[src/design/ufmr_pkg.sv]
// shared types and constants for the udp frame match and rewrite block
package ufmr_pkg;

  // frame limits and positions
  localparam int MAX_FRAME_BYTES = 2048;
  localparam int POS_W           = $clog2(MAX_FRAME_BYTES);
  localparam int HDR_LEN         = 42;
  localparam int HDR_IDX_W       = $clog2(HDR_LEN);
  localparam int MAC_BYTES       = 6;
  localparam int SRC_MAC_OFS     = 6;
  localparam int IP_OFS          = 14;
  localparam int IP_PROTO_OFS    = IP_OFS + 9;
  localparam int UDP_DPORT_OFS   = IP_OFS + 22;
  localparam int UDP_LEN_OFS     = IP_OFS + 24;
  localparam int UDP_CSUM_OFS    = IP_OFS + 26;
  localparam int PAYLOAD_OFS     = 42;
  localparam int UDP_HDR_BYTES   = 8;

  localparam logic [7:0] IPV4_VER_IHL = 8'h45;
  localparam logic [7:0] PROTO_UDP    = 8'd17;

  // configuration
  localparam int CFG_DATA_W = 48;
  localparam logic [47:0] STATION_MAC_RST = 48'd274973445656822;
  localparam logic [47:0] FORWARD_MAC_RST = 48'd274973437379995;
  localparam logic [15:0] UDP_PORT_RST    = 16'd5001;

  typedef enum logic [1:0] {
    REG_STATION_MAC = 2'd0,
    REG_FORWARD_MAC = 2'd1,
    REG_UDP_PORT    = 2'd2
  } ufmr_reg_t;

  // payloads
  typedef struct packed {
    logic [7:0] frame_byte;
    logic       frame_end;
  } ufmr_in_t;

  typedef struct packed {
    logic [7:0] out_byte;
    logic       out_end;
  } ufmr_out_t;

  // controller to datapath
  typedef struct packed {
    logic                 accept;
    logic                 rd_en;
    logic [HDR_IDX_W-1:0] rd_addr;
    logic                 burst_emit;
    logic [HDR_IDX_W-1:0] burst_idx;
    logic                 burst_end;
    logic                 held_emit;
    logic                 held_end;
  } ufmr_cmd_t;

  // datapath to controller
  typedef struct packed {
    logic out_ready;
    logic go_burst;
    logic need_held;
    logic emit_now;
    logic last;
  } ufmr_status_t;

endpackage

[src/design/udp_frame_match_and_rewrite_top.sv]
// top level of the udp frame match and rewrite block
//
// Frames arrive one byte per request and leave one byte per request. Outside
// the header a byte is taken every cycle while the output register has room.
// When the 42nd header byte matches (station MAC, IPv4 0x45, UDP, port) the
// input stalls for a burst that replays the rewritten header from the
// 42-entry header store, one registered read per byte. After the last payload
// byte the input stalls again while the held first payload byte follows.
// Non-matching and short frames produce no output; bytes past the frame
// limit are dropped up to the frame end.
module udp_frame_match_and_rewrite_top import ufmr_pkg::*; (
  input  logic                  clk,
  input  logic                  rst,
  input  logic                  cfg_we,
  input  logic [1:0]            cfg_index,
  input  logic [CFG_DATA_W-1:0] cfg_data,
  input  logic                  frame_valid,
  output logic                  frame_stall,
  input  ufmr_in_t              frame_data,
  output logic                  result_valid,
  input  logic                  result_stall,
  output ufmr_out_t             result_data
);

  ufmr_cmd_t    cmd;
  ufmr_status_t status;

  // sequencing
  ufmr_ctrl u_ctrl (
    .clk         (clk),
    .rst         (rst),
    .frame_valid (frame_valid),
    .frame_stall (frame_stall),
    .status      (status),
    .cmd         (cmd)
  );

  // storage and rewrite
  ufmr_datapath u_datapath (
    .clk          (clk),
    .rst          (rst),
    .cfg_we       (cfg_we),
    .cfg_index    (cfg_index),
    .cfg_data     (cfg_data),
    .frame_data   (frame_data),
    .result_valid (result_valid),
    .result_stall (result_stall),
    .result_data  (result_data),
    .cmd          (cmd),
    .status       (status)
  );

`ifndef SYNTH
  // a matched header stalls input on the next cycle for the burst
  a_burst_stalls: assert property (@(posedge clk) disable iff (rst)
    cmd.accept && status.go_burst |=> frame_stall)
    else $error("input not stalled after header match");

  // at most one source loads the output register
  a_one_source: assert property (@(posedge clk) disable iff (rst)
    $onehot0({cmd.accept && status.emit_now, cmd.burst_emit, cmd.held_emit}))
    else $error("several output sources in one cycle");

  // end of frame inside a burst only on the last header byte
  a_burst_end: assert property (@(posedge clk) disable iff (rst)
    cmd.burst_emit && (cmd.burst_idx != HDR_IDX_W'(HDR_LEN - 1)) |-> !cmd.burst_end)
    else $error("frame end flagged before last header byte");
`endif

endmodule

[src/design/ufmr_ctrl.sv]
// controller: sequences input requests, header burst and held byte
module ufmr_ctrl import ufmr_pkg::*; (
  input  logic         clk,
  input  logic         rst,
  input  logic         frame_valid,
  output logic         frame_stall,
  input  ufmr_status_t status,
  output ufmr_cmd_t    cmd
);

  typedef enum logic [1:0] {
    S_RUN,
    S_BURST,
    S_HELD
  } state_t;

  localparam logic [HDR_IDX_W-1:0] LAST_IDX = HDR_IDX_W'(HDR_LEN - 1);

  state_t               state;
  logic [HDR_IDX_W-1:0] burst_idx;
  logic                 burst_last;
  logic                 held_end;

  // input requests are taken only in run state with room at the output
  assign frame_stall = !(state == S_RUN && status.out_ready);

  // command decode
  always_comb begin
    cmd            = '0;
    cmd.burst_idx  = burst_idx;
    cmd.burst_end  = burst_last && (burst_idx == LAST_IDX);
    cmd.held_end   = held_end;
    unique case (state)
      S_RUN: begin
        cmd.accept  = frame_valid && status.out_ready;
        cmd.rd_en   = cmd.accept && status.go_burst;
        cmd.rd_addr = '0;
      end
      S_BURST: begin
        cmd.burst_emit = status.out_ready;
        cmd.rd_en      = status.out_ready && (burst_idx != LAST_IDX);
        cmd.rd_addr    = burst_idx + 1'b1;
      end
      S_HELD: begin
        cmd.held_emit = status.out_ready;
      end
      default: begin
        cmd.accept = 1'b0;
      end
    endcase
  end

  // state and registered outputs
  always_ff @(posedge clk) begin
    if (rst) begin
      state      <= S_RUN;
      burst_idx  <= '0;
      burst_last <= 1'b0;
      held_end   <= 1'b0;
    end else begin
      unique case (state)
        S_RUN: begin
          if (cmd.accept && status.go_burst) begin
            state      <= S_BURST;
            burst_idx  <= '0;
            burst_last <= status.last;
          end else if (cmd.accept && status.need_held) begin
            state    <= S_HELD;
            held_end <= status.last;
          end
        end
        S_BURST: begin
          if (status.out_ready) begin
            if (burst_idx == LAST_IDX) begin
              state <= S_RUN;
            end else begin
              burst_idx <= burst_idx + 1'b1;
            end
          end
        end
        S_HELD: begin
          if (status.out_ready) begin
            state <= S_RUN;
          end
        end
        default: begin
          state <= S_RUN;
        end
      endcase
    end
  end

endmodule

[src/design/ufmr_datapath.sv]
// datapath: header store, match logic, payload rewrite and output register
module ufmr_datapath import ufmr_pkg::*; (
  input  logic            clk,
  input  logic            rst,
  input  logic            cfg_we,
  input  logic [1:0]      cfg_index,
  input  logic [CFG_DATA_W-1:0] cfg_data,
  input  ufmr_in_t        frame_data,
  output logic            result_valid,
  input  logic            result_stall,
  output ufmr_out_t       result_data,
  input  ufmr_cmd_t       cmd,
  output ufmr_status_t    status
);

  function automatic logic [7:0] mac_byte(input logic [47:0] mac, input logic [2:0] i);
    logic [5:0] sh;
    sh = {3'd5 - i, 3'b000};
    return 8'(mac >> sh);
  endfunction

  localparam logic [POS_W-1:0] POS_LAST_HDR = POS_W'(HDR_LEN - 1);
  localparam logic [POS_W-1:0] POS_PAYLOAD  = POS_W'(PAYLOAD_OFS);
  localparam logic [POS_W-1:0] POS_MAX_LAST = POS_W'(MAX_FRAME_BYTES - 1);

  // configuration registers
  logic [47:0] station_mac;
  logic [47:0] forward_mac;
  logic [15:0] udp_port;

  // frame state
  logic [POS_W-1:0] byte_position;
  logic             discard;
  logic             frame_selected;
  logic             match;
  logic [7:0]       port_hi;
  logic [7:0]       len_hi;
  logic [15:0]      udp_len;
  logic [7:0]       held_first_payload;
  logic [15:0]      payload_remaining;

  // header store
  logic [7:0]       hdr_mem [HDR_LEN];
  logic [7:0]       rd_data;

  logic [7:0]  in_byte;
  logic        fe;
  logic        last;
  logic        in_hdr;
  logic        payload_phase;
  logic        byte_ok;
  logic [7:0]  inv_byte;
  logic [15:0] ulen_now;
  logic [15:0] rem_init;
  logic        out_ready;
  logic        load;
  ufmr_out_t   load_data;
  logic [7:0]  burst_byte;
  logic [HDR_IDX_W-1:0] bi;

  assign in_byte  = frame_data.frame_byte;
  assign fe       = frame_data.frame_end;
  assign last     = fe || (byte_position == POS_MAX_LAST);
  assign in_hdr   = !discard && (byte_position < POS_W'(HDR_LEN));
  assign payload_phase = !discard && frame_selected && (byte_position >= POS_PAYLOAD);
  assign inv_byte = ~in_byte;
  assign ulen_now = udp_len;
  assign rem_init = (ulen_now >= 16'(UDP_HDR_BYTES)) ? ulen_now - 16'(UDP_HDR_BYTES) : '0;
  assign out_ready = !result_valid || !result_stall;

  // per-position header check
  always_comb begin
    byte_ok = 1'b1;
    if (byte_position < POS_W'(MAC_BYTES)) begin
      byte_ok = (in_byte == mac_byte(station_mac, byte_position[2:0]));
    end else if (byte_position == POS_W'(IP_OFS)) begin
      byte_ok = (in_byte == IPV4_VER_IHL);
    end else if (byte_position == POS_W'(IP_PROTO_OFS)) begin
      byte_ok = (in_byte == PROTO_UDP);
    end else if (byte_position == POS_W'(UDP_DPORT_OFS + 1)) begin
      byte_ok = ({port_hi, in_byte} == udp_port);
    end
  end

  // status toward the controller
  always_comb begin
    status.out_ready = out_ready;
    status.last      = last;
    status.go_burst  = !discard && (byte_position == POS_LAST_HDR) && match;
    status.need_held = payload_phase && (payload_remaining != '0)
                       && ((payload_remaining == 16'd1) || last);
    status.emit_now  = payload_phase
                       && ((payload_remaining == '0) || (byte_position != POS_PAYLOAD));
  end

  // header burst byte substitution
  assign bi = cmd.burst_idx;
  always_comb begin
    burst_byte = rd_data;
    if (bi < HDR_IDX_W'(MAC_BYTES)) begin
      burst_byte = mac_byte(forward_mac, bi[2:0]);
    end else if (bi < HDR_IDX_W'(SRC_MAC_OFS + MAC_BYTES)) begin
      burst_byte = mac_byte(station_mac, 3'(bi - HDR_IDX_W'(SRC_MAC_OFS)));
    end else if (bi >= HDR_IDX_W'(UDP_CSUM_OFS)) begin
      burst_byte = '0;
    end
  end

  // output source select
  always_comb begin
    load      = 1'b0;
    load_data = '0;
    if (cmd.burst_emit) begin
      load              = 1'b1;
      load_data.out_byte = burst_byte;
      load_data.out_end  = cmd.burst_end;
    end else if (cmd.held_emit) begin
      load              = 1'b1;
      load_data.out_byte = held_first_payload;
      load_data.out_end  = cmd.held_end;
    end else if (cmd.accept && status.emit_now) begin
      load              = 1'b1;
      load_data.out_byte = (payload_remaining != '0) ? inv_byte : in_byte;
      load_data.out_end  = (payload_remaining != '0) ? 1'b0 : last;
    end
  end

  // output register
  always_ff @(posedge clk) begin
    if (rst) begin
      result_valid <= 1'b0;
    end else if (load) begin
      result_valid <= 1'b1;
    end else if (!result_stall) begin
      result_valid <= 1'b0;
    end
  end

  always_ff @(posedge clk) begin
    if (load) begin
      result_data <= load_data;
    end
  end

  // header store write and registered read
  always_ff @(posedge clk) begin
    if (cmd.accept && in_hdr) begin
      hdr_mem[byte_position[HDR_IDX_W-1:0]] <= in_byte;
    end
    if (cmd.rd_en) begin
      rd_data <= hdr_mem[cmd.rd_addr];
    end
  end

  // configuration writes
  always_ff @(posedge clk) begin
    if (rst) begin
      station_mac <= STATION_MAC_RST;
      forward_mac <= FORWARD_MAC_RST;
      udp_port    <= UDP_PORT_RST;
    end else if (cfg_we) begin
      unique case (cfg_index)
        REG_STATION_MAC: station_mac <= cfg_data[47:0];
        REG_FORWARD_MAC: forward_mac <= cfg_data[47:0];
        REG_UDP_PORT:    udp_port    <= cfg_data[15:0];
        default:         udp_port    <= udp_port;
      endcase
    end
  end

  // header field capture, no reset needed
  always_ff @(posedge clk) begin
    if (cmd.accept && in_hdr) begin
      if (byte_position == POS_W'(UDP_DPORT_OFS)) begin
        port_hi <= in_byte;
      end
      if (byte_position == POS_W'(UDP_LEN_OFS)) begin
        len_hi <= in_byte;
      end
      if (byte_position == POS_W'(UDP_LEN_OFS + 1)) begin
        udp_len[7:0] <= in_byte;
      end
      udp_len[15:8] <= len_hi;
      if (byte_position == '0) begin
        match <= byte_ok;
      end else begin
        match <= match && byte_ok;
      end
    end
  end

  // held first payload byte
  always_ff @(posedge clk) begin
    if (rst) begin
      held_first_payload <= '0;
    end else if (cmd.accept && payload_phase && (payload_remaining != '0)
                 && (byte_position == POS_PAYLOAD)) begin
      held_first_payload <= inv_byte;
    end
  end

  // frame position, selection and payload count
  always_ff @(posedge clk) begin
    if (rst) begin
      byte_position     <= '0;
      discard           <= 1'b0;
      frame_selected    <= 1'b0;
      payload_remaining <= '0;
    end else if (cmd.accept) begin
      if (discard) begin
        if (fe) begin
          discard       <= 1'b0;
          byte_position <= '0;
        end
      end else begin
        if (status.go_burst) begin
          frame_selected    <= 1'b1;
          payload_remaining <= rem_init;
        end else if (payload_phase && (payload_remaining != '0)) begin
          payload_remaining <= payload_remaining - 16'd1;
        end
        if (fe) begin
          byte_position     <= '0;
          frame_selected    <= 1'b0;
          payload_remaining <= '0;
        end else if (byte_position == POS_MAX_LAST) begin
          discard           <= 1'b1;
          frame_selected    <= 1'b0;
          payload_remaining <= '0;
        end else begin
          byte_position <= byte_position + 1'b1;
        end
      end
    end
  end

endmodule

[config.mk]
export PLATFORM = sky130hd
export DESIGN_NAME = udp_frame_match_and_rewrite_top
export DESIGN_NICKNAME = d
export VERILOG_FILES = /design/src/design/ufmr_pkg.sv /design/src/design/udp_frame_match_and_rewrite_top.sv /design/src/design/ufmr_ctrl.sv /design/src/design/ufmr_datapath.sv
export SDC_FILE = /design/constraint.sdc
export NUM_CORES = 1
export LEC_CHECK = 0
export BUFFER_PORTS_ARGS = -buffer_cell sky130_fd_sc_hd__buf_2
export CAP_MARGIN = 30
export CORE_MARGIN = 1
export CORE_UTILIZATION = 35
export CTS_CLUSTER_DIAMETER = 50
export DETAILED_ROUTE_END_ITERATION = 10
export GPL_TIMING_DRIVEN = 0
export PLACE_DENSITY = 0.59
export SETUP_SLACK_MARGIN = 0.1
export SLEW_MARGIN = 0
export SYNTH_ARGS = -nofsm -noshare
export SYNTH_HDL_FRONTEND = slang
export SYNTH_SLANG_ARGS = --single-unit
export TNS_END_PERCENT = 50
[constraint.sdc]
create_clock -name clk -period 3.89 [get_ports clk]
set_input_delay 0.1945 -clock clk [delete_from_list [all_inputs] [get_ports clk]]
set_output_delay 0.1945 -clock clk [all_outputs]
set_load 0.02 [all_outputs]
Word level (Yosys, flattened, before mapping):

Memories as Yosys holds them, arrays and structs flattened. A register that Yosys moved wholly into a read port is not among the register bits.
Index checks and enable logic that the tools add are counted.

* register bits: 202
* RAM bits: 336
* bits of input ports: 64
* output and inout port bits: 11
* logic and storage cells: 172
* memories: 1

* $add $sub $neg: 8
* order comparisons: 7
* equality and inequality tests: 30
* shift-type cells: 3
* multiplexer cells: 50
* bitwise gates (word level): 3
* reduce and logical (&&, ||, !) cells: 50

Memory list
* u_datapath.hdr_mem: depth 42, bits a word 8, read ports 1, clocked after Yosys merged registers in 1, wr ports 1, line ufmr_datapath.sv:43 `logic [7:0] hdr_mem [HDR_LEN];`

Operators by type and width (count)
* >> shifter 48 x 6 -> 8 bit: 3
* two-way mux 16 bit: 5
* equality test 11 x 6 -> 1 bit, second input constant: 6
* two-way mux 11 bit: 4
* two-way mux 8 bit: 4
* two-way mux 9 bit: 3
* two-way mux 1 bit: 23
* logical AND 1 bit: 21
* two-way mux 6 bit: 3
* equality test 16 x 1 -> 1 bit, second input constant: 1
* equality test 16 bit: 1
* greater-or-equal comparator 16 x 4 -> 1 bit, second input constant: 1
* logical NOT 16 bit: 1
* nonzero test 16 bit: 1
* subtractor 16 x 1 -> 16 bit, second input constant: 1
* subtractor 16 x 4 -> 16 bit, second input constant: 1
* one-hot mux 7 bit (2 select lines): 1
* AND reduction 2 bit: 7
* one-hot mux 6 bit (2 select lines): 1
* AND reduction 3 bit: 4
* adder 11 x 1 -> 11 bit, second input constant: 1
* equality test 11 bit, second input constant: 1
* equality test 11 x 4 -> 1 bit, second input constant: 1
* equality test 11 x 5 -> 1 bit, second input constant: 1
* other kinds (32): 55

Longest topological paths before layout:

Gate-level depths: netlist of run 1.

* depth in word-level cells: 9
* mapped depth: 12
* gate-level depth less buffers: 8

Cells and area by module:

A second synthesis of run 1 with hierarchy kept.

* cells, all modules: 1799
* area total of the unflattened synthesis: 23869.1 µm²

Modules (own cells, without submodules)
* ufmr_datapath: instances 1, cells an instance 1719, area each 23236.0 µm², sequential area each 14594.0 µm²
* ufmr_ctrl: instances 1, cells an instance 80, area each 633.1 µm², sequential area each 200.2 µm²

Worst setup path after synthesis of run 1:

No wires, ideal clock.

* kind: reg-to-reg
* start point: reg u_ctrl.burst_idx[0]
* end point: reg u_datapath.rd_data[0], read port of u_datapath.hdr_mem, data pin
* library setup time: 0.261 ns
* arrival time: 2.946 ns
* required time: 3.629 ns
* setup slack: 0.683 ns
* stages on the path, launching flop included: 13
* buffers on the path: 5
* clock period less this slack: 3.207 ns
* path through: dfxtp_1 buf_2 inv_2 clkbuf_1 ha_1 buf_2 clkbuf_1 buf_1 mux2i_1 a221oi_1 a21oi_1 o22ai_1 a221o_1

* longest elaborated chain between the ends: 3
* elaborated cells between the ends (all ways): 4
* classes of those cells: add/sub: 1; eq/ne: 1; mux: 1; reduce/logical: 1

Ends and longest elaborated chain
* start, declared: line ufmr_ctrl.sv:20 `logic [HDR_IDX_W-1:0] burst_idx;`
* start signal, assigned: line ufmr_ctrl.sv:77 `burst_idx <= burst_idx + 1'b1;`
* branches (longest 2 deep; another with adder 6 x 1 -> 6 bit)
* one-hot mux 7 bit (2 select lines) (*): line ufmr_ctrl.sv:33 `unique case (state)`
* end, declared: line ufmr_datapath.sv:44 `logic [7:0] rd_data;`

Mark *: on every way between the ends.
A chain may end at the register's enable or synchronous reset.

Worst setup path after layout of run 1:

* start point: reg u_datapath.byte_position[1]
* end point: mem u_datapath.hdr_mem[12][3], enable pin

* longest elaborated chain between the ends: 5

Ends and longest elaborated chain
* start, declared: line ufmr_datapath.sv:32 `logic [POS_W-1:0] byte_position;`
* start signal, assigned: line ufmr_datapath.sv:231 `byte_position <= byte_position + 1'b1;`
* less-than comparator 11 x 6 -> 1 bit: line ufmr_datapath.sv:64 `assign in_hdr = !discard && (byte_position < POS_W'(HDR_LEN));`
* logical AND 1 bit: line ufmr_datapath.sv:64
* logical AND 1 bit: line ufmr_datapath.sv:147 `if (cmd.accept && in_hdr) begin`
* two-way mux 1 bit: line ufmr_datapath.sv:147
* two-way mux 1 bit (implied by the code): line ufmr_datapath.sv:148 `hdr_mem[byte_position[HDR_IDX_W-1:0]] <= in_byte;`
* end, declared: line ufmr_datapath.sv:43

Parallel ways exist; a longest one is shown, timed or not.

==> results of run 1 <==
-- routing by layer --
layer / wire length [µm] / vias up
li1: - / 8102
met1: 31160 / 8807
met2: 34390 / 751
met3: 5578 / 144
met4: 2385 / 2
met5: 13 / -
-- power groups by stage --
| stage | combinational, mW | clock, mW | sequential [mW] |
|---|---|---|---|
| final | 0.791 | 5.97 | 6.35 |
| after global routing | 0.852 | 6.25 | 6.35 |
| after CTS | 0.784 | 6.04 | 6.35 |
| after detailed placement | 0.735 | 0 | 6.47 |
| after global placement | 0.698 | 0 | 6.47 |
| after floorplan | 0.434 | 0 | 6.45 |
-- path summary, 6_finish.rpt --
| kind | end | slack, ns |
|---|---|---|
| worst max-delay path | u_datapath.hdr_mem[12][3]$_DFFE_PP_ | 0.20 |
| worst max register to register | u_datapath.hdr_mem[12][3]$_DFFE_PP_ | 0.20 |
| worst min-delay path | u_datapath.hdr_mem[13][4]$_DFFE_PP_ | 0.03 |
| worst min register to register | u_datapath.udp_len[15]$_DFFE_PP_ | 0.42 |
-- flip-flops by register name, indices dropped and copies added, names as in the netlist, 8 cells and up --
register and cells:
u_datapath.byte_position 11, u_datapath.forward_mac 48, u_datapath.hdr_mem 336, u_datapath.held_first_payload 8, u_datapath.len_hi 8, u_datapath.payload_remaining 16
u_datapath.port_hi 8, u_datapath.rd_data 8, u_datapath.result_data 9, u_datapath.station_mac 48, u_datapath.udp_len 16, u_datapath.udp_port 16
-- cell type report --
class	instances	area [µm²]
Timing Repair Buffer	135	1057
Clock buffer	72	1640
Tap cell	931	1165
Multi-Input combinational cell	1334	8882
Inverter	31	120.1
Fill cell	6403	39850
Clock inverter	39	441.7
Buffer	153	631.9
Sequential cell	546	14790
-- cells by family after synthesis --
kind of cell    synth area share
compound gates            0.1138
xor+xnor                 0.02423
fa+ha+maj               0.008265
buf+inv                  0.03037
flops                     0.6108
mux                      0.07842
simple gates              0.1342
-- timing repair --
item / 4_1_cts / 5_1_grt
endpoints found under the setup margin: 242 / 166
gates resized for setup: 53 / 21
endpoints found under the hold margin: 116 / 0
hold buffers: 51 / 0
-- placed cells by master, fill, tap and decap left out, types with 25 or more instances in the layout --
cell and count:
nand3_1 88, a21oi_1 103, inv_1 29, clkbuf_1 110, edfxtp_1 386, xor2_1 53
o22ai_1 66, clkbuf_16 62, o21ai_0 36, dlygate4sd3_1 51, o2111ai_1 30, mux2i_1 111
nor2_1 73, dfxtp_1 160, nand2b_1 32, nand2_1 315, mux2_2 25, buf_2 87
-- per-stage QoR --
stage                     area, µm²  hold WS (ns)  setup TNS (ns)  cells
final                         28730       0.02631               0   3241
after global placement        25750        0.4023          -40.83   3070
after floorplan               24220        0.2869               0   2066
after detailed placement      25930        0.4075          -53.35   3080
after CTS                     28680       0.01289               0   3240
after global routing          28730       0.04141         -0.5343   3241
==> metrics.txt, run 1 <==
fin crit share=0.9489; H-Tree Depth=2; most frequent cells after synthesis=edfxtp_1 (386), nand2_1 (316), dfxtp_1 (160), clkbuf_1 (119), mux2i_1 (111); Overflow after GRT=0; DPL Wire Length=52.57 mm; status=completed; Peak supply drop=~0.33 mV; worst path buffer plus inverter count=2; Worst path top cell family by delay=simple AND/OR/NAND/NOR gates; Residual DRC=0; arrival time worst endpoint=3.95 ns; Total Wirelength=roughly 74 mm; Routed WL per cell=approximately 23 µm; vias=approximately 18k; min-delay src=frame_data[5]; worst r2r src=u_datapath.byte_position[1]$_SDFFE_PP0P_; cell accounting for the most synthesized area=edfxtp_1; Port-buffer cells=73; total CTS buffers=slightly below 60; antenna cells=0; core area=between 60,000 and 70,000 µm²; WS Path Type=register to register; setup repair bufs after CTS=0; leakage=slightly above 10 nW; Root Buffer=clkbuf_16; DP Worst Slack=-0.6550 ns; peak per-stage delay on the critical path=between 0.7 and 0.8 ns; crit end category=register; Netlist cell types=79; Synth top area share=0.4786; post-route worst setup slack=between 0.15 and 0.2 ns; Area growth syn-to-layout=18.63%; PD cells=456.2 nW/µm²; Final Hold Vio Count=0; layer with the highest usage=met2; fmax=approximately 270 MHz; Seq pwr share=0.484; CP Depth=9; critical path's slowest cell=nor2_1; post-synthesis sequential area ratio=0.6108; hold crit path type=input port to register; relative slew slack=0.2756; first-pass GRT wire length=around 110 mm; Logic pwr share=0.060; most common cell in the netlist=edfxtp_1; power share of the clock group=0.455; Vias/cell=5.494; Die Footprint=70,260 µm²; initial antenna violation count=1; number of global-route vias before repair=approximately 18k; GR Util met3=0.03546; Async S/R FF share, synth=0; GR Util All Layers=0.2066; gpl congestion=~0.98; largest cells by area after synthesis=edfxtp_1 (48%), dfxtp_1 (13%), nand2_1 (4.9%); #FFs+latches synth=between 500 and 600; crit path cell chain=buf_2 > inv_1 > ha_1 > nor3b_1 > o21ai_0 > nand3_1 > nor2_1 > nand2_1 > nor2_1; top_reg_cell synth=edfxtp_1; Rows=96; yosys warns=0; crit path from=u_datapath.byte_position[1]$_SDFFE_PP0P_; final net count=2,340; Detailed Routing Iterations Pass 1=7; met2 Use GR=0.3366; largest net degree at the start of global routing=47; net load switching power=2.975 mW; type of origin of the critical path=register; CTS sink cnt=roughly 550; final setup fails=0; Crit Path Max Fanout=19; Tmin final=between 3 and 4 ns; Worst-Margin Slew=1.084 ns; Clock Path Buffers=3; Synth Instances=2,066; clock latency on the worst-skew pair=0.64 ns; Most common cell on crit path=nor2_1; Post-Syn Nets=~2.1k; Syn Area/Cell=about 12 µm²; layout cell share with drive strength beyond 1=0.1476; sw frac=0.2270; CTS tree=yes; Max-Cap Viols=0; Util after Layout=0.4189; Final ANT Viol Nets=0; Pins Over Slew Limit=0; Boundary Pins=75; Die Y=~270 µm; unrepaired setup endpoints after global routing=true; Initial DRC Count=1,864; Chip Width=around 270 µm; internal power=slightly above 10 mW; Starting Density=0.3531; Final Power=roughly 13 mW; worst hold stages=1; clock skew=0.03444 ns; EDFF count, synth=between 300 and 400; Worst R2R Path Depth=9; CTS clk-pin slew, worst paths=~0.06 ns; Synth Cell Area=24,220 µm²; met1 Usage GRT=0.2782; Required @ worst endpoint=approximately 4.2 ns
(Power assumes the default switching activity.)
==> run 2, diff against run 1 <==
--- a/config.mk
+++ b/config.mk
@@ -12,6 +12,7 @@
 export CTS_CLUSTER_DIAMETER = 50
 export DETAILED_ROUTE_END_ITERATION = 10
 export GPL_TIMING_DRIVEN = 0
+export HOLD_SLACK_MARGIN = 0.06
 export PLACE_DENSITY = 0.59
 export SETUP_SLACK_MARGIN = 0.1
 export SLEW_MARGIN = 0
==> metrics.txt, run 2 (synthesis results as in run 1) <==
antenna cells=0 (unchanged); Required @ worst endpoint=4.15 ns (about the same); type of origin of the critical path=register (unchanged); Initial DRC Count=1,745 (was 1,864); max reg flops=336 (unchanged); Final Hold Vio Count=0 (unchanged); core area=68,590 µm² (unchanged); number of global-route vias before repair=17.55k (was 17.53k); Tmin final=3.679 ns (was 3.691 ns); Boundary Pins=75 (unchanged); final net count=2,345 (was 2,340); GR Util All Layers=0.2066 (about the same); crit path from=u_datapath.byte_position[1]$_SDFFE_PP0P_ (unchanged); fin crit share=0.9457 (was 0.9489); Peak supply drop=0.3347 mV (was 0.3306 mV); first-pass GRT wire length=109.0 mm (about the same); Detailed Routing Iterations Pass 1=6 (was 7); Logic pwr share=0.061 (was 0.060); total CTS buffers=59 (unchanged); vias=17.86k (was 17.81k); Chip Width=265.1 µm (unchanged); Clock Path Buffers=3 (unchanged); fmax=271.8 MHz (was 270.9 MHz); Final ANT Viol Nets=0 (unchanged); Overflow after GRT=0 (unchanged); Util after Layout=0.4197 (was 0.4189); DPL Wire Length=52.57 mm (unchanged); Starting Density=0.3531 (unchanged); CTS sink cnt=546 (unchanged); initial antenna violation count=1 (unchanged); Die Y=265.1 µm (unchanged); gpl congestion=0.9818 (unchanged); final setup fails=0 (unchanged); unrepaired setup endpoints after global routing=true (unchanged); Die Footprint=70,260 µm² (unchanged); status=completed (unchanged); Area growth syn-to-layout=18.83% (was 18.63%); leakage=10.12 nW (was 10.10 nW); layout cell share with drive strength beyond 1=0.1473 (was 0.1476); relative slew slack=0.3383 (was 0.2756); Residual DRC=0 (unchanged); internal power=10.13 mW (about the same); Pins Over Slew Limit=0 (unchanged); sw frac=0.2274 (was 0.2270); Routed WL per cell=22.65 µm (was 22.69 µm); Crit Path Max Fanout=19 (unchanged); net load switching power=2.982 mW (was 2.975 mW); Port-buffer cells=73 (unchanged); Vias/cell=5.503 (was 5.494); clock latency on the worst-skew pair=0.64 ns (about the same); WS Path Type=register to register (unchanged); Worst-Margin Slew=0.9925 ns (was 1.084 ns); power share of the clock group=0.456 (was 0.455); commonest non-fill, non-tap cell in the layout=edfxtp_1 (unchanged); hold crit path type=input port to register (unchanged); PD cells=455.7 nW/µm² (was 456.2 nW/µm²); Total Wirelength=73.51 mm (was 73.53 mm); Hold WS=0.09458 ns (was 0.02631 ns); largest net degree at the start of global routing=47 (unchanged); crit end category=register (unchanged); Seq pwr share=0.484 (about the same); clock skew=0.03595 ns (was 0.03444 ns); H-Tree Depth=2 (unchanged); Max-Cap Viols=0 (unchanged); Rows=96 (unchanged); worst r2r src=u_datapath.byte_position[1]$_SDFFE_PP0P_ (unchanged); CTS clk-pin slew, worst paths=0.06 ns (about the same); CTS tree=yes (unchanged); arrival time worst endpoint=3.94 ns (was 3.95 ns); min-delay src=frame_data[2] (was frame_data[5]); most frequent cells in the layout=edfxtp_1 (386), nand2_1 (315), dfxtp_1 (160) (unchanged); Root Buffer=clkbuf_16 (unchanged)
run 2: cell count changes in the layout (fill, tap and decap cells not counted), sizes merged:
cell | previous run | this run
dlygate4sd3 | 51 | 56
run 2: area by class of cell:
type | count | area [µm²]
Fill cell | 6402 | 39800
Sequential cell | 546 | 14790
Multi-Input combinational cell | 1334 | 8882
Clock buffer | 72 | 1640
Tap cell | 931 | 1165
Timing Repair Buffer | 140 | 1107
Buffer | 153 | 631.9
Clock inverter | 39 | 441.7
Inverter | 31 | 120.1
run 2: routing by layer:
layer | track usage | routed length, µm
met5 | 0 | 13
met4 | 0.07061 | 2407
met3 | 0.03546 | 5429
met2 | 0.3367 | 34270
met1 | 0.2780 | 31390
run 2: worst paths after layout:
path	slack [ns]	to	depth (start not counted)
worst min-delay path	0.09	u_datapath.hdr_mem[37][1]$_DFFE_PP_	1
worst min register to register	0.42	u_datapath.udp_len[14]$_DFFE_PP_	0
worst max register to register	0.21	u_datapath.hdr_mem[12][5]$_DFFE_PP_	9
worst max-delay path	0.21	u_datapath.hdr_mem[12][5]$_DFFE_PP_	9
run 2: repair_timing:
| action | 4_1_cts | 5_1_grt |
|---|---|---|
| hold endpoints to repair | 183 | 0 |
| endpoints found under the setup margin | 242 | 166 |
| gates resized for setup | 53 | 21 |
| hold buffers | 56 | 0 |
| buffers inserted | 0 | 0 |
run 2: worst max-delay path, cell delays in order (launching register included):
cell and delay, ns:
dfxtp_1 0.40, buf_2 0.34, inv_1 0.26, ha_1 0.19, nor3b_1 0.04, o21ai_0 0.31, nand3_1 0.35, nor2_1 0.31
nand2_1 0.35, nor2_1 0.72
run 2: power by group through the flow:
stage,sequential [mW],clock [mW],combinational [mW]
after detailed placement,6.47,0,0.735
after CTS,6.35,6.04,0.788
final,6.35,5.98,0.794
after global routing,6.35,6.25,0.856
after global placement,6.47,0,0.698
after floorplan,6.45,0,0.434
run 2: metrics by stage:
stage / setup TNS [ns] / instances / power [mW] / setup slack [ns] / cell area (µm²)
after floorplan: 0 / 2066 / 6.885 / 0.6828 / 24220
after global placement: -40.83 / 3070 / 7.167 / -0.5860 / 25750
after detailed placement: -53.35 / 3080 / 7.205 / -0.6550 / 25930
after CTS: 0 / 3245 / 13.18 / 0.1149 / 28730
after global routing: -0.5343 / 3246 / 13.45 / -0.03933 / 28780
final: 0 / 3246 / 13.12 / 0.2111 / 28780
